File: src/fla_pkg.sv
// Shared types and constants for the free-list slot allocator.
// No dependencies; every other file refers to it by scoped names.
package fla_pkg;

	// Fixed field widths of the ports
	localparam int IDX_W  = 10;
	localparam int ADDR_W = 64;
	localparam int STR_W  = 16;

	// Reset value of the slot stride register
	localparam logic [STR_W-1:0] STRIDE_RST = 16'd32;

	typedef enum logic [1:0] {
		CMD_ALLOC      = 2'd0,
		CMD_REL_INDEX  = 2'd1,
		CMD_REL_HANDLE = 2'd2,
		CMD_TRANSLATE  = 2'd3
	} fla_cmd_t;

	typedef enum logic [2:0] {
		ST_OK    = 3'd0,
		ST_EMPTY = 3'd1,
		ST_RANGE = 3'd2,
		ST_NULL  = 3'd3,
		ST_FULL  = 3'd4
	} fla_status_t;

	typedef enum logic [1:0] {
		REG_CPU_BASE = 2'd0,
		REG_GPU_BASE = 2'd1,
		REG_STRIDE   = 2'd2
	} fla_reg_t;

	// Top-level sequencer
	typedef enum logic [2:0] {
		S_IDLE,
		S_DISPATCH,
		S_POP,
		S_DIV,
		S_PUSH,
		S_MUL,
		S_ADD,
		S_RESULT
	} fla_state_t;

	// Divider sequencer
	typedef enum logic [2:0] {
		DV_IDLE,
		DV_SUB,
		DV_CMP,
		DV_STEP,
		DV_DONE
	} fla_div_state_t;

	typedef struct packed {
		logic pop;
		logic push;
	} stk_cmd_t;

	typedef struct packed {
		logic empty;
		logic full;
	} stk_st_t;

	typedef struct packed {
		logic mul_en;
		logic add_en;
	} hnd_ctl_t;

endpackage

File: src/fla_div.sv
// Handle-to-index divider: one restoring compare-and-subtract step per cycle.
// Depends on fla_pkg for its state type.
module fla_div #(
	parameter int SLOTS = 1024
) (
	input  logic                      clk,
	input  logic                      arst_n,
	input  logic                      start,
	input  logic [63:0]               address,
	input  logic [63:0]               base,
	input  logic [15:0]               stride,
	output logic                      done,
	output logic                      ovf,
	output logic [$clog2(SLOTS)-1:0]  quo
);

	localparam int IW  = $clog2(SLOTS);
	localparam int CNW = $clog2(IW + 1);

	fla_pkg::fla_div_state_t state_q, state_d;

	logic [63:0]    diff_q;
	logic [15:0]    rem_q;
	logic [IW-1:0]  dq_q;
	logic [CNW-1:0] cnt_q;
	logic           ovf_q;

	logic [16:0]    trial;
	logic [16:0]    trial_sub;
	logic           trial_ge;
	logic           hi_ge;

	// Shared step unit: shift in the next dividend bit, compare and subtract
	assign trial     = {rem_q, dq_q[IW-1]};
	assign trial_ge  = trial >= {1'b0, stride};
	assign trial_sub = trial - {1'b0, stride};

	// Quotient reaches 2^IW or beyond; a zero stride always lands here
	assign hi_ge = diff_q[63:IW] >= (64 - IW)'(stride);

	// Next state
	always_comb begin
		state_d = state_q;
		case (state_q)
			fla_pkg::DV_IDLE: begin
				if (start) begin
					state_d = fla_pkg::DV_SUB;
				end
			end
			fla_pkg::DV_SUB: begin
				state_d = fla_pkg::DV_CMP;
			end
			fla_pkg::DV_CMP: begin
				state_d = hi_ge ? fla_pkg::DV_DONE : fla_pkg::DV_STEP;
			end
			fla_pkg::DV_STEP: begin
				if (cnt_q == CNW'(1)) begin
					state_d = fla_pkg::DV_DONE;
				end
			end
			fla_pkg::DV_DONE: begin
				state_d = fla_pkg::DV_IDLE;
			end
			default: begin
				state_d = fla_pkg::DV_IDLE;
			end
		endcase
	end

	always_ff @(posedge clk or negedge arst_n) begin
		if (!arst_n) begin
			state_q <= fla_pkg::DV_IDLE;
		end else begin
			state_q <= state_d;
		end
	end

	// Datapath registers
	always_ff @(posedge clk) begin
		case (state_q)
			fla_pkg::DV_SUB: begin
				diff_q <= address - base;
			end
			fla_pkg::DV_CMP: begin
				ovf_q <= hi_ge;
				rem_q <= diff_q[IW+15:IW];
				dq_q  <= diff_q[IW-1:0];
				cnt_q <= CNW'(IW);
			end
			fla_pkg::DV_STEP: begin
				rem_q <= trial_ge ? trial_sub[15:0] : trial[15:0];
				dq_q  <= IW'({dq_q, trial_ge});
				cnt_q <= cnt_q - CNW'(1);
			end
			default: begin
			end
		endcase
	end

	// Outputs
	always_comb begin
		done = (state_q == fla_pkg::DV_DONE);
		ovf  = ovf_q;
		quo  = dq_q;
	end

endmodule

File: config.mk
export PLATFORM = sky130hd
export DESIGN_NAME = fla_div
export DESIGN_NICKNAME = d
export VERILOG_FILES = /design/src/fla_pkg.sv /design/src/fla_div.sv
export SDC_FILE = /design/constraint.sdc
export NUM_CORES = 1
export LEC_CHECK = 0
export ABC_AREA = 1
export CAP_MARGIN = 30
export CELL_PAD_IN_SITES_DETAIL_PLACEMENT = 1
export CELL_PAD_IN_SITES_GLOBAL_PLACEMENT = 2
export CORE_UTILIZATION = 34
export DETAILED_ROUTE_END_ITERATION = 12
export DONT_BUFFER_PORTS = 1
export PLACE_DENSITY = 0.84
export SLEW_MARGIN = 5
export SYNTH_ARGS = -nofsm -noshare
export SYNTH_HDL_FRONTEND = slang
export SYNTH_SLANG_ARGS = --single-unit
File: constraint.sdc
create_clock -name clk -period 6.9 [get_ports clk]
set_input_delay 0.69 -clock clk [delete_from_list [all_inputs] [get_ports clk]]
set_output_delay 0.69 -clock clk [all_outputs]
set_load 0.1 [all_outputs]
==> impl_metrics.tcl, run 1 <==
set metrics [dict create \
    yosys.area_share.xor_xnor 0.03600 \
    post_cts_buffers 0 \
    drc 0 \
    overflow 0 \
    synth-edff-count 95 \
    worst_pin_slew_ps 944.3 \
    critPathLaunchType "register" \
    seq_area_frac_synth 0.2560 \
    die-area_um2 34370 \
    powerDensity_nw_per_um2 270.3 \
    p_leak_nw 7.163 \
    setup_viol 0 \
    skew_ps 11.20 \
    crit_type "reg -> reg" \
    cap_violations 0 \
    first_iter_violations 515 \
    synthCells 1942 \
    vias 11335 \
    clock_latency_ps 350 \
    cp_data_arrival_time_ps 3180 \
    slowest_stage "edfxtp_1" \
    rsz0062_at_grt "no" \
    synth_top_cell_by_area "nand2_1" \
    grt_pass1_wl_um 62830 \
    grtUsageTotal 0.2401 \
    cts_sinks 98 \
    crit_path_max_fanout 18 \
    synth_ff_type "edfxtp_1" \
    critPathMaxStageDelay_ps 970 \
    synthSimpleGateAreaFrac 0.3980 \
    timing_hold_violations_final 0 \
    ys_seq_elements 98 \
    initial_utilization 0.3488 \
    htreeDepth 3 \
    nets 2194 \
    synthMuxAreaShare 0 \
    ctsHoldBuffers 0 \
    syn-num-nets 2188 \
    cp-end-kind "register" \
    synth_compound_area_frac 0.04147 \
    wl_per_cell_um 16.57 \
    ys_warn_count 0 \
    areaGrowthSynthToFinish_pct 7.538 \
    path_clk_slew_ps 70 \
    cts_tree "done" \
    row_count 66 \
    synth_fa_ha_area_frac 0.1096 \
    synthTopCellsByArea "nand2_1, edfxtp_1, inv_1" \
    port_buffers 0 \
    cts_root_buf "clkbuf_16" \
    grt_antenna_before_repair 0 \
    clock_tree.buffer_depth 2 \
    fin_area_um2 12300 \
    cts.repair.resized 0 \
    synth_top_family_by_area "simple AND/OR/NAND/NOR gates" \
    pre_cts_slack_ps 3802 \
    yosysTopAreaCellShare 0.2682 \
    postPlaceCellArea_um2 11980 \
    cts_buffers 9 \
    die_h_um 185.4 \
    finalWirelength_um 39680 \
    slew_violations 0 \
    synth_area_per_cell_um2 5.889 \
    path_cells "inv_1 -> ha_1 -> nand3b_1 -> nand2_1 -> nand2_1 -> nand2_1 -> nand2_1 -> nand2_1 -> nand2_2 -> nand2_4 -> nand2_1 -> nand3_1 -> nand2_1" \
    drive_gt1_frac 0.01485 \
    async_reset_ff_frac 0.03061 \
    max_freq_mhz 325.3 \
    syn_area_um2 11440 \
    fin_crit_sh 0.4455 \
    grt_max_degree 66 \
    ioPinCount 159 \
    worst_slack_ps 3826 \
    yosys.cell_types.count 31 \
    synth.cells.most_frequent "nand2_1, inv_1, nor2_1" \
    fin_crit_ps 3074 \
    setup_tns_ps 0 \
    slew_headroom 0.3704 \
    hpwlAfterDp_um 35330 \
    first_pass_iters 5 \
    grt_pass1_vias 11735 \
    synth.most_common_cell "nand2_1" \
    hold_class "in -> async" \
    crit_required_ps 7010 \
    vdd_drop_max_uv 138.7 \
    fin_util 0.3751 \
    gp_congestion 0.9289 \
    insertedDiodeCount 0 \
    final_antenna_net_count 0 \
    cpMostUsedCell "nand2_1" \
    core_um2 32780 \
    dieWidth_um 185.4 \
    status "complete, no violations" \
    via_per_inst 4.733 \
]
## final timing paths
check                           depth (start not counted)          to      start  slack (ps)
worst max-delay path                                   13    rem_q[5]     quo[9]        3830
worst min-delay path                                    0  state_q[1]     arst_n          20
worst max register to register                         13    rem_q[5]     quo[9]        3830
worst min register to register                          2      quo[6]  diff_q[6]         500
max in group asynchronous                               0  state_q[2]     arst_n        6810
min in group clk                                        2      quo[6]  diff_q[6]         500
## through the flow
stage / power, mW / instances / hold WS, ps
after floorplan: 2.327 / 1942 / 394.4
after global placement: 2.745 / 2379 / 394.6
after detailed placement: 2.787 / 2379 / 394.6
after CTS: 3.348 / 2395 / 13.19
after global routing: 3.583 / 2395 / 6.616
final: 3.324 / 2395 / 23.51
## cell usage in the layout, fill, tap and decap left out, drive strengths merged, types with 2 or more instances in the layout
master / n
dfrtp: 3
nor2: 169
o21ai: 10
ha: 97
clkbuf: 11
a21oi: 67
fa: 2
o21bai: 9
nand3: 87
xnor2: 7
bufinv: 2
nor3: 20
edfxtp: 95
nand4: 5
nand2: 820
and2: 5
xor2: 40
nand3b: 28
clkinv: 2
buf: 4
inv: 465
o21a: 2
## power breakdown
group          internal, mW  switching [mW]
Combinational         0.468            1.03
Sequential            0.980           0.292
Clock                 0.321           0.234
Total                  1.77            1.55
## routing by layer
layer / share of wire / up-vias / global-route usage
met5: 0 / - / 0
met4: 0.019 / 0 / 0.06050
met3: 0.024 / 40 / 0.01691
met2: 0.48 / 173 / 0.4163
met1: 0.48 / 5292 / 0.3209
li1: - / 5830 / -
## kinds of logic (layout without fill, tap and decap cells)
family          count (synthesis)  in the layout
simple gates                 1136           1136
xor+xnor                       47             47
compound gates                 89             89
fa+ha+maj                      99             99
buf+inv                       473            484
flops                          98             98
## final cells by class
cell class | count | area, µm²
clock inverter | 5 | 86.33
inverter | 464 | 1742
multi-input combinational | 1371 | 6706
sequential | 98 | 2928
tap | 442 | 553.0
timing repair buffer | 4 | 50.05
fill | 4500 | 20490
clock buffer | 11 | 232.7
## critical path, delay by kind of cell, from the launching register on
kind / cells / cell delay [ps]
buffers and inverters: 1 / 160
adders and majority gates: 1 / 260
and+or+nand+nor: 11 / 1430
DFF: 1 / 970
## registers in the layout (all words and copies together), names as in the netlist
name	count
diff_q	64
rem_q	16
quo	10
cnt_q	4
state_q	3
ovf	1
Note: power is estimated with default switching activity, not from simulation.
==> run 2, diff against run 1 <==
ABC_AREA = 0   (was 1)
CORE_UTILIZATION = 36   (was 34)
PLACE_DENSITY = 0.81   (was 0.84)
clock period = 2.8 ns   (was 6.9 ns; I/O delays follow)
==> run 2 against run 1 <==
Against the previous run: the flow now finishes with violations (setup timing); register-to-register slack got worse by 4200 ps; hold slack improved by 120 ps; sequential share of layout area rose by 2.8 points.
==> impl_metrics.tcl, run 2 <==
set metrics [dict create \
    status "finished with violations" \
    violations "setup timing" \
    gp_congestion 0.8372 \
    vias 7628 \
    synth.cells.most_frequent "inv_1, nand2_1, ha_1" \
    insertedDiodeCount 0 \
    ys_warn_count 0 \
    slew_headroom 0.3696 \
    fin_util 0.4664 \
    max_freq_mhz 317.9 \
    worst_slack_ps -345.7 \
    cp_data_arrival_time_ps 3230 \
    grt_antenna_before_repair 0 \
    cts_sinks 98 \
    grt_pass1_vias 7676 \
    overflow 0 \
    path_clk_slew_ps 70 \
    hold_slack_ps 146.6 \
    worst_pin_slew_ps 945.6 \
    die-area_um2 24910 \
    crit_required_ps 2880 \
    initial_utilization 0.3702 \
    cts_tree "done" \
    drive_gt1_frac 0.2283 \
    rsz0062_at_grt "yes" \
    final_antenna_net_count 0 \
    critPathLaunchType "register" \
    die_h_um 157.8 \
    crit_path_max_fanout 3 \
    finalWirelength_um 24930 \
    setup_viol 22 \
    vdd_drop_max_uv 390.0 \
    core_um2 23610 \
    crit_type "reg -> reg" \
    final_common_cell "buf_4" \
    synth.most_common_cell "inv_1" \
    async_reset_ff_frac 0.03061 \
    pre_cts_slack_ps -579.2 \
    top_register "diff_q" \
    final_cell_mix "buf_4, inv_1, nand2_1" \
    ys_seq_elements 98 \
    drc 0 \
    first_pass_iters 4 \
    wl_per_cell_um 17.10 \
    timing_hold_violations_final 0 \
    seq_area_frac_synth 0.3350 \
    cap_violations 0 \
    first_iter_violations 402 \
    cp-end-kind "register" \
    cts_buffers 9 \
    port_buffers 0 \
    dieWidth_um 157.8 \
    skew_ps 10.93 \
    syn_area_um2 8741 \
    synthTopCellsByArea "edfxtp_1, ha_1, a21o_1" \
    synth_top_cell_by_area "edfxtp_1" \
    slew_violations 0 \
    grt_max_degree 65 \
    synth_area_per_cell_um2 8.928 \
    cts_root_buf "clkbuf_16" \
    yosys.cell_types.count 74 \
    hold_class "in -> reg" \
    synthCells 979 \
    areaGrowthSynthToFinish_pct 25.98 \
    clock_tree.buffer_depth 2 \
    yosysTopAreaCellShare 0.3264 \
    htreeDepth 3 \
    syn-num-nets 1225 \
    largest_reg_flops 64 \
    grt_pass1_wl_um 39360 \
    synth_ff_type "edfxtp_1" \
    fin_crit_sh 1.123 \
    clock_latency_ps 340 \
    hpwlAfterDp_um 20680 \
    synth-edff-count 95 \
    row_count 56 \
    grtUsageTotal 0.2007 \
    fin_crit_ps 3146 \
    via_per_inst 5.232 \
    p_leak_nw 4.999 \
    powerDensity_nw_per_um2 679.9 \
    ioPinCount 159 \
    nets 1380 \
]
==> run 2: routing by layer <==
metal	vias up	wire length, µm	GRT usage
met5	-	0	0
met4	0	159	0.03375
met3	10	509	0.01752
met2	114	11870	0.3394
met1	3632	12400	0.2806
li1	3872	-	-
==> run 2: logic make-up after synthesis <==
| group | synth area share |
|---|---|
| XOR/XNOR | 0.07114 |
| AO/OA/AOI/OAI | 0.2220 |
| AND/OR/NAND/NOR | 0.1520 |
| adder cells (fa/ha/maj) | 0.1434 |
| buffers and inverters | 0.06012 |
| flip-flops | 0.3350 |
| multiplexers | 0.01632 |
==> run 2: cell type report <==
class	instances	area, µm²
multi-input combinational	742	5604
timing repair buffer	181	1401
inverter	102	395.4
sequential	98	2928
clock buffer	9	225.2
tap	319	399.1
clock inverter	7	58.81
fill	2747	12600
==> run 2: final timing paths <==
check	start	end	slack, ps	cells past startpoint
max	rem_q[0]	rem_q[6]	-350	12
min	start	state_q[0]	150	2
max reg2reg	rem_q[0]	rem_q[6]	-350	12
min reg2reg	diff_q[1]	quo[1]	530	2
max in group asynchronous	arst_n	state_q[2]	2470	1
min in group asynchronous	arst_n	state_q[0]	190	1
==> run 2: power breakdown <==
| group | leakage [nW] | total (mW) | switching (mW) | internal, mW |
|---|---|---|---|---|
| logic | 3.95 | 3.39 | 1.88 | 1.50 |
| registers | 0.913 | 2.92 | 0.604 | 2.32 |
| clock network | 0.134 | 1.18 | 0.557 | 0.618 |
==> run 2: through the flow <==
step / area, µm² / setup TNS (ps) / power (mW) / cells
CTS: 10790 / -5296 / 7.347 / 1452
global placement: 10350 / -9680 / 5.953 / 1428
detailed placement: 10350 / -12100 / 6.073 / 1428
global route: 11010 / -7608 / 7.961 / 1458
finish: 11010 / -4365 / 7.487 / 1458
floorplan: 8851 / -7614 / 4.961 / 979
==> run 2: worst max-delay path, stage by stage (launching register included) <==
cell and delay, ps:
edfxtp_1 440, ha_4 240, nor2b_4 120, o21ai_2 170, a21boi_2 90, o31ai_2 300, a311oi_2 190, a311oi_2 340
nand2_1 100, a211o_1 330, buf_6 150, and3_4 150, a221o_1 250
==> run 2: what timing repair did <==
item / in CTS / in global routing
endpoints found under the setup margin: 24 / 34
gates resized for setup: 16 / 32
pin swaps: 14 / 23
hold buffers: 1 / 0
hold endpoints to repair: 3 / 0
setup buffers: 7 / 6
