[src/fla_pkg.sv]
// Shared types and constants for the free-list slot allocator.
// No dependencies; every other file refers to it by scoped names.
package fla_pkg;

	// Fixed field widths of the ports
	localparam int IDX_W  = 10;
	localparam int ADDR_W = 64;
	localparam int STR_W  = 16;

	// Reset value of the slot stride register
	localparam logic [STR_W-1:0] STRIDE_RST = 16'd32;

	typedef enum logic [1:0] {
		CMD_ALLOC      = 2'd0,
		CMD_REL_INDEX  = 2'd1,
		CMD_REL_HANDLE = 2'd2,
		CMD_TRANSLATE  = 2'd3
	} fla_cmd_t;

	typedef enum logic [2:0] {
		ST_OK    = 3'd0,
		ST_EMPTY = 3'd1,
		ST_RANGE = 3'd2,
		ST_NULL  = 3'd3,
		ST_FULL  = 3'd4
	} fla_status_t;

	typedef enum logic [1:0] {
		REG_CPU_BASE = 2'd0,
		REG_GPU_BASE = 2'd1,
		REG_STRIDE   = 2'd2
	} fla_reg_t;

	// Top-level sequencer
	typedef enum logic [2:0] {
		S_IDLE,
		S_DISPATCH,
		S_POP,
		S_DIV,
		S_PUSH,
		S_MUL,
		S_ADD,
		S_RESULT
	} fla_state_t;

	// Divider sequencer
	typedef enum logic [2:0] {
		DV_IDLE,
		DV_SUB,
		DV_CMP,
		DV_STEP,
		DV_DONE
	} fla_div_state_t;

	typedef struct packed {
		logic pop;
		logic push;
	} stk_cmd_t;

	typedef struct packed {
		logic empty;
		logic full;
	} stk_st_t;

	typedef struct packed {
		logic mul_en;
		logic add_en;
	} hnd_ctl_t;

endpackage

[src/fla_handle.sv]
// Handle generator: index times stride, registered, then added to both bases.
// Depends on fla_pkg for the control struct.
module fla_handle #(
	parameter int SLOTS = 1024
) (
	input  logic                      clk,
	input  fla_pkg::hnd_ctl_t         ctl,
	input  logic [$clog2(SLOTS)-1:0]  idx,
	input  logic [15:0]               stride,
	input  logic [63:0]               cpu_base,
	input  logic [63:0]               gpu_base,
	output logic [63:0]               cpu_hnd,
	output logic [63:0]               gpu_hnd
);

	localparam int SW = $clog2(SLOTS);
	localparam int PW = SW + 16;

	logic [PW-1:0] prod_s1;
	logic [63:0]   cpu_s2;
	logic [63:0]   gpu_s2;

	// Multiply, then offset both bases
	always_ff @(posedge clk) begin
		if (ctl.mul_en) begin
			prod_s1 <= PW'(idx) * PW'(stride);
		end
		if (ctl.add_en) begin
			cpu_s2 <= cpu_base + 64'(prod_s1);
			gpu_s2 <= gpu_base + 64'(prod_s1);
		end
	end

	assign cpu_hnd = cpu_s2;
	assign gpu_hnd = gpu_s2;

endmodule

[config.mk]
export PLATFORM = sky130hd
export DESIGN_NAME = fla_handle
export DESIGN_NICKNAME = d
export VERILOG_FILES = /design/src/fla_pkg.sv /design/src/fla_handle.sv
export SDC_FILE = /design/constraint.sdc
export NUM_CORES = 1
export LEC_CHECK = 0
export BUFFER_PORTS_ARGS = -buffer_cell sky130_fd_sc_hd__buf_2
export CAP_MARGIN = 20
export CORE_MARGIN = 2
export CORE_UTILIZATION = 55
export DETAILED_ROUTE_END_ITERATION = 8
export PLACE_DENSITY = 0.89
export SLEW_MARGIN = 20
export SYNTH_ARGS = -nofsm -noshare
export SYNTH_HDL_FRONTEND = slang
export SYNTH_SLANG_ARGS = --single-unit
[constraint.sdc]
create_clock -name clk -period 8.3 [get_ports clk]
set_clock_uncertainty 0.2 [all_clocks]
set_input_delay 1.245 -clock clk [delete_from_list [all_inputs] [get_ports clk]]
set_output_delay 1.245 -clock clk [all_outputs]
set_load 0.01 [all_outputs]
==> results of run 1 <==
==> report_power, final <==
part	switching, W	internal [W]
Sequential	0.0000930	0.00125
Clock	0.000327	0.000451
Combinational	0.00181	0.00132
Total	0.00223	0.00302
==> cell usage after synthesis (all sizes together), types with 2 or more instances <==
library cell	number	area, um^2
a211oi	6	45.0
a21boi	2	15.0
a21o	35	263
a21oi	58	294
a221oi	2	17.5
a31o	2	17.5
a31oi	8	62.6
a41oi	2	17.5
and2	86	538
and3	18	118
and4	5	43.8
buf	3	13.8
clkbuf	33	124
edfxtp	154	4620
fa	112	2240
ha	113	1410
inv	140	526
nand2	149	559
nand2b	6	37.5
nand3	39	195
nand4	18	113
nor2	52	200
nor2b	8	50.1
nor3	16	101
nor3b	6	50.1
nor4	8	65.1
o2111ai	2	17.5
o211ai	5	37.5
o21a	12	91.3
o21ai	35	179
o21bai	6	45.0
o22ai	2	12.5
o31ai	5	47.5
or3b	2	17.5
xnor2	103	902
xor2	41	359
==> critical path: cells and delay by family <==
| kind | cells | cell delay, ns |
|---|---|---|
| AND/OR/NAND/NOR | 4 | 0.92 |
| XOR/XNOR | 1 | 0.11 |
| buffers and inverters | 6 | 0.53 |
| adder cells (fa/ha/maj) | 6 | 2.82 |
| AO/OA/AOI/OAI | 5 | 0.96 |
==> registers in the layout (all words and copies together), names as in the netlist <==
signal,cells
gpu_hnd,64
prod_s1,26
cpu_hnd,64
==> area by class of cell <==
class                      count  area, um^2  share of cell area
timing repair buffer         285        1430              0.0901
multi-input combinational    978        8310               0.523
clock inverter                14         160              0.0101
sequential                   154        4620               0.291
antenna                        4        10.0            0.000630
inverter                     140         526              0.0331
clock buffer                  18         429              0.0270
tap                          324         405              0.0255
==> path summary, 6_finish.rpt <==
path / start / end / slack, ns / cells past startpoint
setup reg to reg: prod_s1[0]$_DFFE_PP_ / gpu_hnd[52]$_DFFE_PP_ / 4.31 / 12
hold / removal: prod_s1[0]$_DFFE_PP_ / cpu_hnd[0]$_DFFE_PP_ / 0.43 / 1
setup / recovery: idx[3] / prod_s1[25]$_DFFE_PP_ / 1.65 / 22
hold reg to reg: prod_s1[0]$_DFFE_PP_ / cpu_hnd[0]$_DFFE_PP_ / 0.43 / 1
==> routing by layer <==
layer,part of all wire,vias up
met2,0.52,583
met4,0.039,6
li1,-,4993
met5,0.0012,-
met3,0.069,103
met1,0.37,5195
==> cells by family after synthesis <==
| group | Yosys count |
|---|---|
| AOI/OAI and AO/OA | 192 |
| xor gates and xnor gates | 144 |
| adders and majority gates | 225 |
| buffers and inverters | 176 |
| DFF | 154 |
| and+or+nand+nor | 417 |
==> per-stage QoR <==
stage               cell area (um^2)  setup slack [ns]
floorplan                      13600              1.60
global placement               15300              1.36
detailed placement             15300              1.22
CTS                            15900              1.67
global route                   15900              1.38
finish                         15900              1.65
==> reports/results.txt, run 1 <==
DRC Markers -> 0
TritonCTS clock tree -> yes
simple logic cell fraction of the synthesized area -> 0.156
most frequent cells in the layout -> sky130_fd_sc_hd__buf_2, sky130_fd_sc_hd__edfxtp_1, sky130_fd_sc_hd__nand2_1
die area -> 26000 um^2
minimum clock period after layout -> 6.65 ns
residual antenna-violating net count after detailed routing -> 0
signal arrival time at the worst endpoint -> 6.62 ns
Setup TNS Final -> 0 ns
area grow syn2layout -> 16.9%
count of input and output buffers -> 284
number of hold buffers added after cts -> 0
sum of routed wire length over all layers -> 35100 um
GR met2 Demand/Resource -> 0.496
residual overflow from global routing -> 0
area share of fa/ha/maj cells after synthesis -> 0.269
EDFF count, synth -> 154
post-CTS repair timing setup buffer count -> 0
fraction of layout instances using a drive strength above 1 -> 0.210
crit path kind -> in2reg
Site Rows -> 57
met1 Resource Use GR -> 0.316
ys async rst share -> 0
Post-CTS Resized -> 0
pin count of the biggest net entering global routing -> 82
status -> finished clean
slew at the pin closest to its max-slew limit -> 0.987 ns
unrepaired setup endpoints after global routing -> false
final hold violation count -> 0
worst skew pair latency -> 0.43 ns
peak supply drop -> 192 uV
multiplexer fraction of the synthesized cell area -> 0
main combinational cell family by area after synthesis -> adder cells
drt wl/cell -> 18.3 um
first-pass GRT wire length -> 55700 um
share of the synthesized netlist area taken by xor and xnor gates -> 0.0928
total clock buffers created by CTS -> 17
average vias per placed instance -> 5.68
final standard cell count with taps included and fillers excluded -> 1917
power density normalized to cell area -> 330 nW/um^2
clock edge transition at the registers on the reported setup and hold paths -> 0.07 ns
height of the die -> 161 um
overall power after layout -> 0.00525 W
number of antenna violations at the first check in global routing -> 7
Crit. End Element -> flip-flop
maximum buffer depth of the clock tree -> 2
worst min-delay path class -> reg2reg
number of global-route vias before repair -> 11000
CTS sink cnt -> 154
average instance area after synthesis -> 10.4 um^2
Critical Path Start Type -> primary input
worst-path cell chain -> buf_2, nand2_1, fa_1, inv_1, fa_1, inv_1, fa_1, inv_1, fa_1, inv_1, fa_1, inv_1, ha_1, or3_4, o221a_1, o31a_1, and3_4, o31ai_2, nor3b_2, o31ai_1, o41ai_2, xnor2_1
combined area of all synthesized cells -> 13600 um^2
most common cell after layout, fill and taps aside -> sky130_fd_sc_hd__buf_2
final clock period utilization by the worst path -> 0.801
cell count after synthesis -> 1308
flip-flop and latch count after synthesis -> 154
Pins Over Slew Limit -> 0
Unique masters post-synth -> 63
data required time of the critical path -> 8.27 ns
final hold slack -> 0.426 ns
Yosys warnings -> 0
Max Clk Rate -> 0.150 GHz
fill cell total of the finished layout -> 1839
busiest layer in global routing -> met2
Max Fanout on Critical Path -> 16
endpoints failing setup -> 0
Clk Tree Root Cell -> sky130_fd_sc_hd__clkbuf_16
headroom to the max-slew limit -> 0.342
Detail Placement HPWL -> 28200 um
standby leakage power -> 7.33 nW
First DRT Iteration DRCs -> 904
number of nets in the synthesized netlist -> 1690
complex-gate fraction of the synthesized area -> 0.0932
net count reported at finish -> 1958
Post-Route Utilization -> 0.653
Die Wd -> 161 um
met3 routing resource usage after global routing -> 0.0424
ys flop type -> sky130_fd_sc_hd__edfxtp_1
starting density of the core -> 0.559
MaxCap Viol Count -> 0
via count of the routed design -> 10900
Final GP Congestion -> 0.917
# IOs -> 285
placeable core region -> 24300 um^2
GRT Util Overall -> 0.272
stage delay of the slowest cell on the critical path -> 0.55 ns
level count of the clock H-tree -> 4
cell count after placement -> 1881
drt pass-1 iters -> 5
sequential cell area fraction in the yosys report -> 0.340
cell with the largest stage delay on the worst path -> sky130_fd_sc_hd__fa_1
Power figures use the tool's default switching activity.
==> run 2, diff against run 1 <==
ABC_AREA = 1   (was default)
CORE_UTILIZATION = 53   (was 55)
PLACE_DENSITY = 0.88   (was 0.89)
clock period = 6.04 ns   (was 8.3 ns; I/O delays follow)
==> reports/results.txt, run 2 <==
status -> finished clean
worst skew pair latency -> 0.44 ns (about the same)
path depth of the worst reg2reg path -> 15 (+3)
minimum setup slack after placement -> 0.0695 ns (-1.15 ns)
die area -> 34400 um^2 (+32%)
Yosys warnings -> 0 (unchanged)
fraction of power consumed by the clock network -> 0.138 (-0.010)
reg-to-reg critical path startpoint -> prod_s1[0]$_DFFE_PP_
Final GP Congestion -> 1.00 (+9.5%)
endpoint of the worst setup timing path -> prod_s1[18]$_DFFE_PP_
final setup slack of the worst path -> 0.517 ns (-1.13 ns)
library cell with the largest summed area after synthesis -> sky130_fd_sc_hd__edfxtp_1
number of hold buffers added after cts -> 0 (unchanged)
setup slack, reg-to-reg -> 3.21 ns (-1.10 ns)
Post-synth top cells -> sky130_fd_sc_hd__nand2_1, sky130_fd_sc_hd__inv_1, sky130_fd_sc_hd__nor2_1
top area cells in the synthesized netlist -> sky130_fd_sc_hd__edfxtp_1, sky130_fd_sc_hd__nand2_1, sky130_fd_sc_hd__fa_1, sky130_fd_sc_hd__inv_1, sky130_fd_sc_hd__ha_1
cell count after placement -> 3208 (+71%)
TritonCTS clock tree -> yes
Max Fanout on Critical Path -> 16 (unchanged)
Sw Ratio -> 0.496 (+0.0714)
number of antenna violations at the first check in global routing -> 11 (+4)
total net switching power -> 0.00412 W (+85%)
residual overflow from global routing -> 0 (unchanged)
clock edge transition at the registers on the reported setup and hold paths -> 0.07 ns (about the same)
Setup TNS Final -> 0 ns (unchanged)
worst min-delay path class -> reg2reg
area grow syn2layout -> 14.5%
final hold violation count -> 0 (unchanged)
count of input and output buffers -> 284 (unchanged)
maximum buffer depth of the clock tree -> 2 (unchanged)
most frequent cells in the layout -> sky130_fd_sc_hd__nand2_1, sky130_fd_sc_hd__inv_1, sky130_fd_sc_hd__buf_2
height of the die -> 185 um (+15%)
average vias per placed instance -> 5.27 (-7.2%)
crit path kind -> in2reg
total internal power -> 0.00419 W (+39%)
final clock period utilization by the worst path -> 0.914
top cell type's share of synthesized area -> 0.265 (-0.0751)
sum of routed wire length over all layers -> 55300 um (+58%)
Post-CTS Resized -> 0 (unchanged)
busiest layer in global routing -> met2
Max Clk Rate -> 0.181 GHz
GRT Util Overall -> 0.323 (+0.0512)
starting density of the core -> 0.537 (-0.0215)
power density normalized to cell area -> 417 nW/um^2 (+26%)
Crit. End Element -> flip-flop
CTS sink cnt -> 154 (unchanged)
minimum clock period after layout -> 5.52 ns
most frequent cell after synthesis -> sky130_fd_sc_hd__nand2_1
number of nets in the synthesized netlist -> 2896 (+71%)
net count reported at finish -> 3167 (+62%)
# IOs -> 285 (unchanged)
DRC Markers -> 0 (unchanged)
Clk Tree Root Cell -> sky130_fd_sc_hd__clkbuf_16
endpoint of the most critical register-to-register path -> cpu_hnd[60]$_DFFE_PP_
via count of the routed design -> 17100 (+58%)
met1 Resource Use GR -> 0.407 (+0.0906)
signal arrival time at the worst endpoint -> 5.51 ns (-1.11 ns)
placeable core region -> 32500 um^2 (+33%)
cell count after synthesis -> 2514 (+92%)
flip-flop and latch count after synthesis -> 154 (unchanged)
EDFF count, synth -> 154 (unchanged)
ys async rst share -> 0 (unchanged)
slew at the pin closest to its max-slew limit -> 0.683 ns (-0.304 ns)
headroom to the max-slew limit -> 0.545 (+0.203)
total clock buffers created by CTS -> 17 (unchanged)
GR met2 Demand/Resource -> 0.554 (+0.0580)
Die Wd -> 185 um (+15%)
Unique masters post-synth -> 38 (-40%)
overall power after layout -> 0.00832 W (+58%)
residual antenna-violating net count after detailed routing -> 0 (unchanged)
most common cell after layout, fill and taps aside -> sky130_fd_sc_hd__nand2_1
First DRT Iteration DRCs -> 1559 (+72%)
pin count of the biggest net entering global routing -> 56 (-32%)
unrepaired setup endpoints after global routing -> false
fraction of layout instances using a drive strength above 1 -> 0.129 (-0.0812)
peak supply drop -> 212 uV (+10%)
level count of the clock H-tree -> 4 (unchanged)
drt pass-1 iters -> 7 (+2)
met3 routing resource usage after global routing -> 0.0505 (+0.00816)
data required time of the critical path -> 6.03 ns (-2.24 ns)
MaxCap Viol Count -> 0 (unchanged)
sequential cell area fraction in the yosys report -> 0.265 (-0.0751)
origin of the worst setup path -> idx[9]
Post-DP Area -> 19300 um^2 (+26%)
relative contribution of sequential cells to total power -> 0.230 (-0.026)
Detail Placement HPWL -> 47500 um (+69%)
endpoints failing setup -> 0 (unchanged)
drt wl/cell -> 17.0 um (-7.2%)
post-CTS repair timing setup buffer count -> 0 (unchanged)
Critical Path Start Type -> primary input
combined area of all synthesized cells -> 17400 um^2 (+28%)
Site Rows -> 66 (+16%)
ys flop type -> sky130_fd_sc_hd__edfxtp_1
final standard cell count with taps included and fillers excluded -> 3255 (+70%)
average instance area after synthesis -> 6.94 um^2 (-33%)
Pins Over Slew Limit -> 0 (unchanged)
standby leakage power -> 11.4 nW (+56%)
combinational power share -> 0.632 (+0.036)
post-route standard cell area excluding fillers -> 20000 um^2 (+26%)
number of global-route vias before repair -> 16600 (+51%)
first-pass GRT wire length -> 84900 um (+53%)
## run 2: cell count changes in the layout (fill, tap and decap cells not counted), sizes merged, moves of 26 or more
cell and delta:
a21o -32, and2 -84, inv +412, nand2 +785, nand3 +99, nand4 +26
nor2 +119, xnor2 -95, xor2 +30
## run 2: critical path: stages
cell and delay, ns:
sky130_fd_sc_hd__buf_2 0.30, sky130_fd_sc_hd__nand2_1 0.15, sky130_fd_sc_hd__fa_1 0.52, sky130_fd_sc_hd__fa_1 0.56, sky130_fd_sc_hd__inv_1 0.06, sky130_fd_sc_hd__fa_1 0.50
sky130_fd_sc_hd__fa_1 0.55, sky130_fd_sc_hd__inv_1 0.06, sky130_fd_sc_hd__fa_1 0.53, sky130_fd_sc_hd__inv_1 0.04, sky130_fd_sc_hd__ha_1 0.36, sky130_fd_sc_hd__a21oi_1 0.22
sky130_fd_sc_hd__o21ai_0 0.20, sky130_fd_sc_hd__nand2b_1 0.25, sky130_fd_sc_hd__nand3_1 0.09, sky130_fd_sc_hd__nand2_1 0.06, sky130_fd_sc_hd__xor2_1 0.15
## run 2: per-layer routing
layer  routed length, um  share of wire  up-vias
li1                    -              -     8263
met1               21400           0.39     7883
met2               26300           0.48      857
met3                5320          0.096      132
met4                2140          0.039        6
met5                  37        0.00067        -
## run 2: per-stage QoR
| step | util | hold slack (ns) |
|---|---|---|
| 2_1_floorplan | - | 0.342 |
| 3_3_place_gp | 0.595 | 0.363 |
| 3_5_place_dp | 0.595 | 0.367 |
| 4_1_cts | 0.614 | 0.383 |
| 5_1_grt | 0.614 | 0.386 |
| 6_report | 0.615 | 0.376 |
## run 2: cells by family after synthesis
kind of cell | after synthesis | share of synthesized area
and+or+nand+nor | 1370 | 0.329
buffers and inverters | 588 | 0.127
adders and majority gates | 225 | 0.210
DFF | 154 | 0.265
AOI/OAI and AO/OA | 98 | 0.0304
xor gates and xnor gates | 79 | 0.0397
## run 2: final cells by class
type | count | area (um^2)
tap | 442 | 553
fill | 2990 | 12500
inverter | 552 | 2070
clock buffer | 17 | 425
clock inverter | 15 | 186
timing repair buffer | 288 | 1450
antenna | 15 | 37.5
sequential | 154 | 4620
multi-input combinational | 1772 | 10600
## run 2: worst min-delay path by stage
stage / startpoint / to / slack [ns] / cells after the start
after CTS: prod_s1[0]$_DFFE_PP_ / cpu_hnd[0]$_DFFE_PP_ / 0.38 / 1
after detailed placement: prod_s1[0]$_DFFE_PP_ / cpu_hnd[0]$_DFFE_PP_ / 0.37 / 1
after global placement: prod_s1[0]$_DFFE_PP_ / gpu_hnd[0]$_DFFE_PP_ / 0.36 / 1
final: prod_s1[0]$_DFFE_PP_ / cpu_hnd[0]$_DFFE_PP_ / 0.38 / 1
after floorplan: prod_s1[0]$_DFFE_PP_ / cpu_hnd[0]$_DFFE_PP_ / 0.34 / 1
after global routing: prod_s1[0]$_DFFE_PP_ / cpu_hnd[0]$_DFFE_PP_ / 0.39 / 1
## run 2: power groups by stage
stage                     sequential [W]  clock [W]  combinational, W
final                            0.00191    0.00114           0.00526
after global placement           0.00193          0           0.00508
after CTS                        0.00191    0.00115           0.00522
after detailed placement         0.00193          0           0.00519
after floorplan                  0.00195          0           0.00357
after global routing             0.00192    0.00119           0.00592
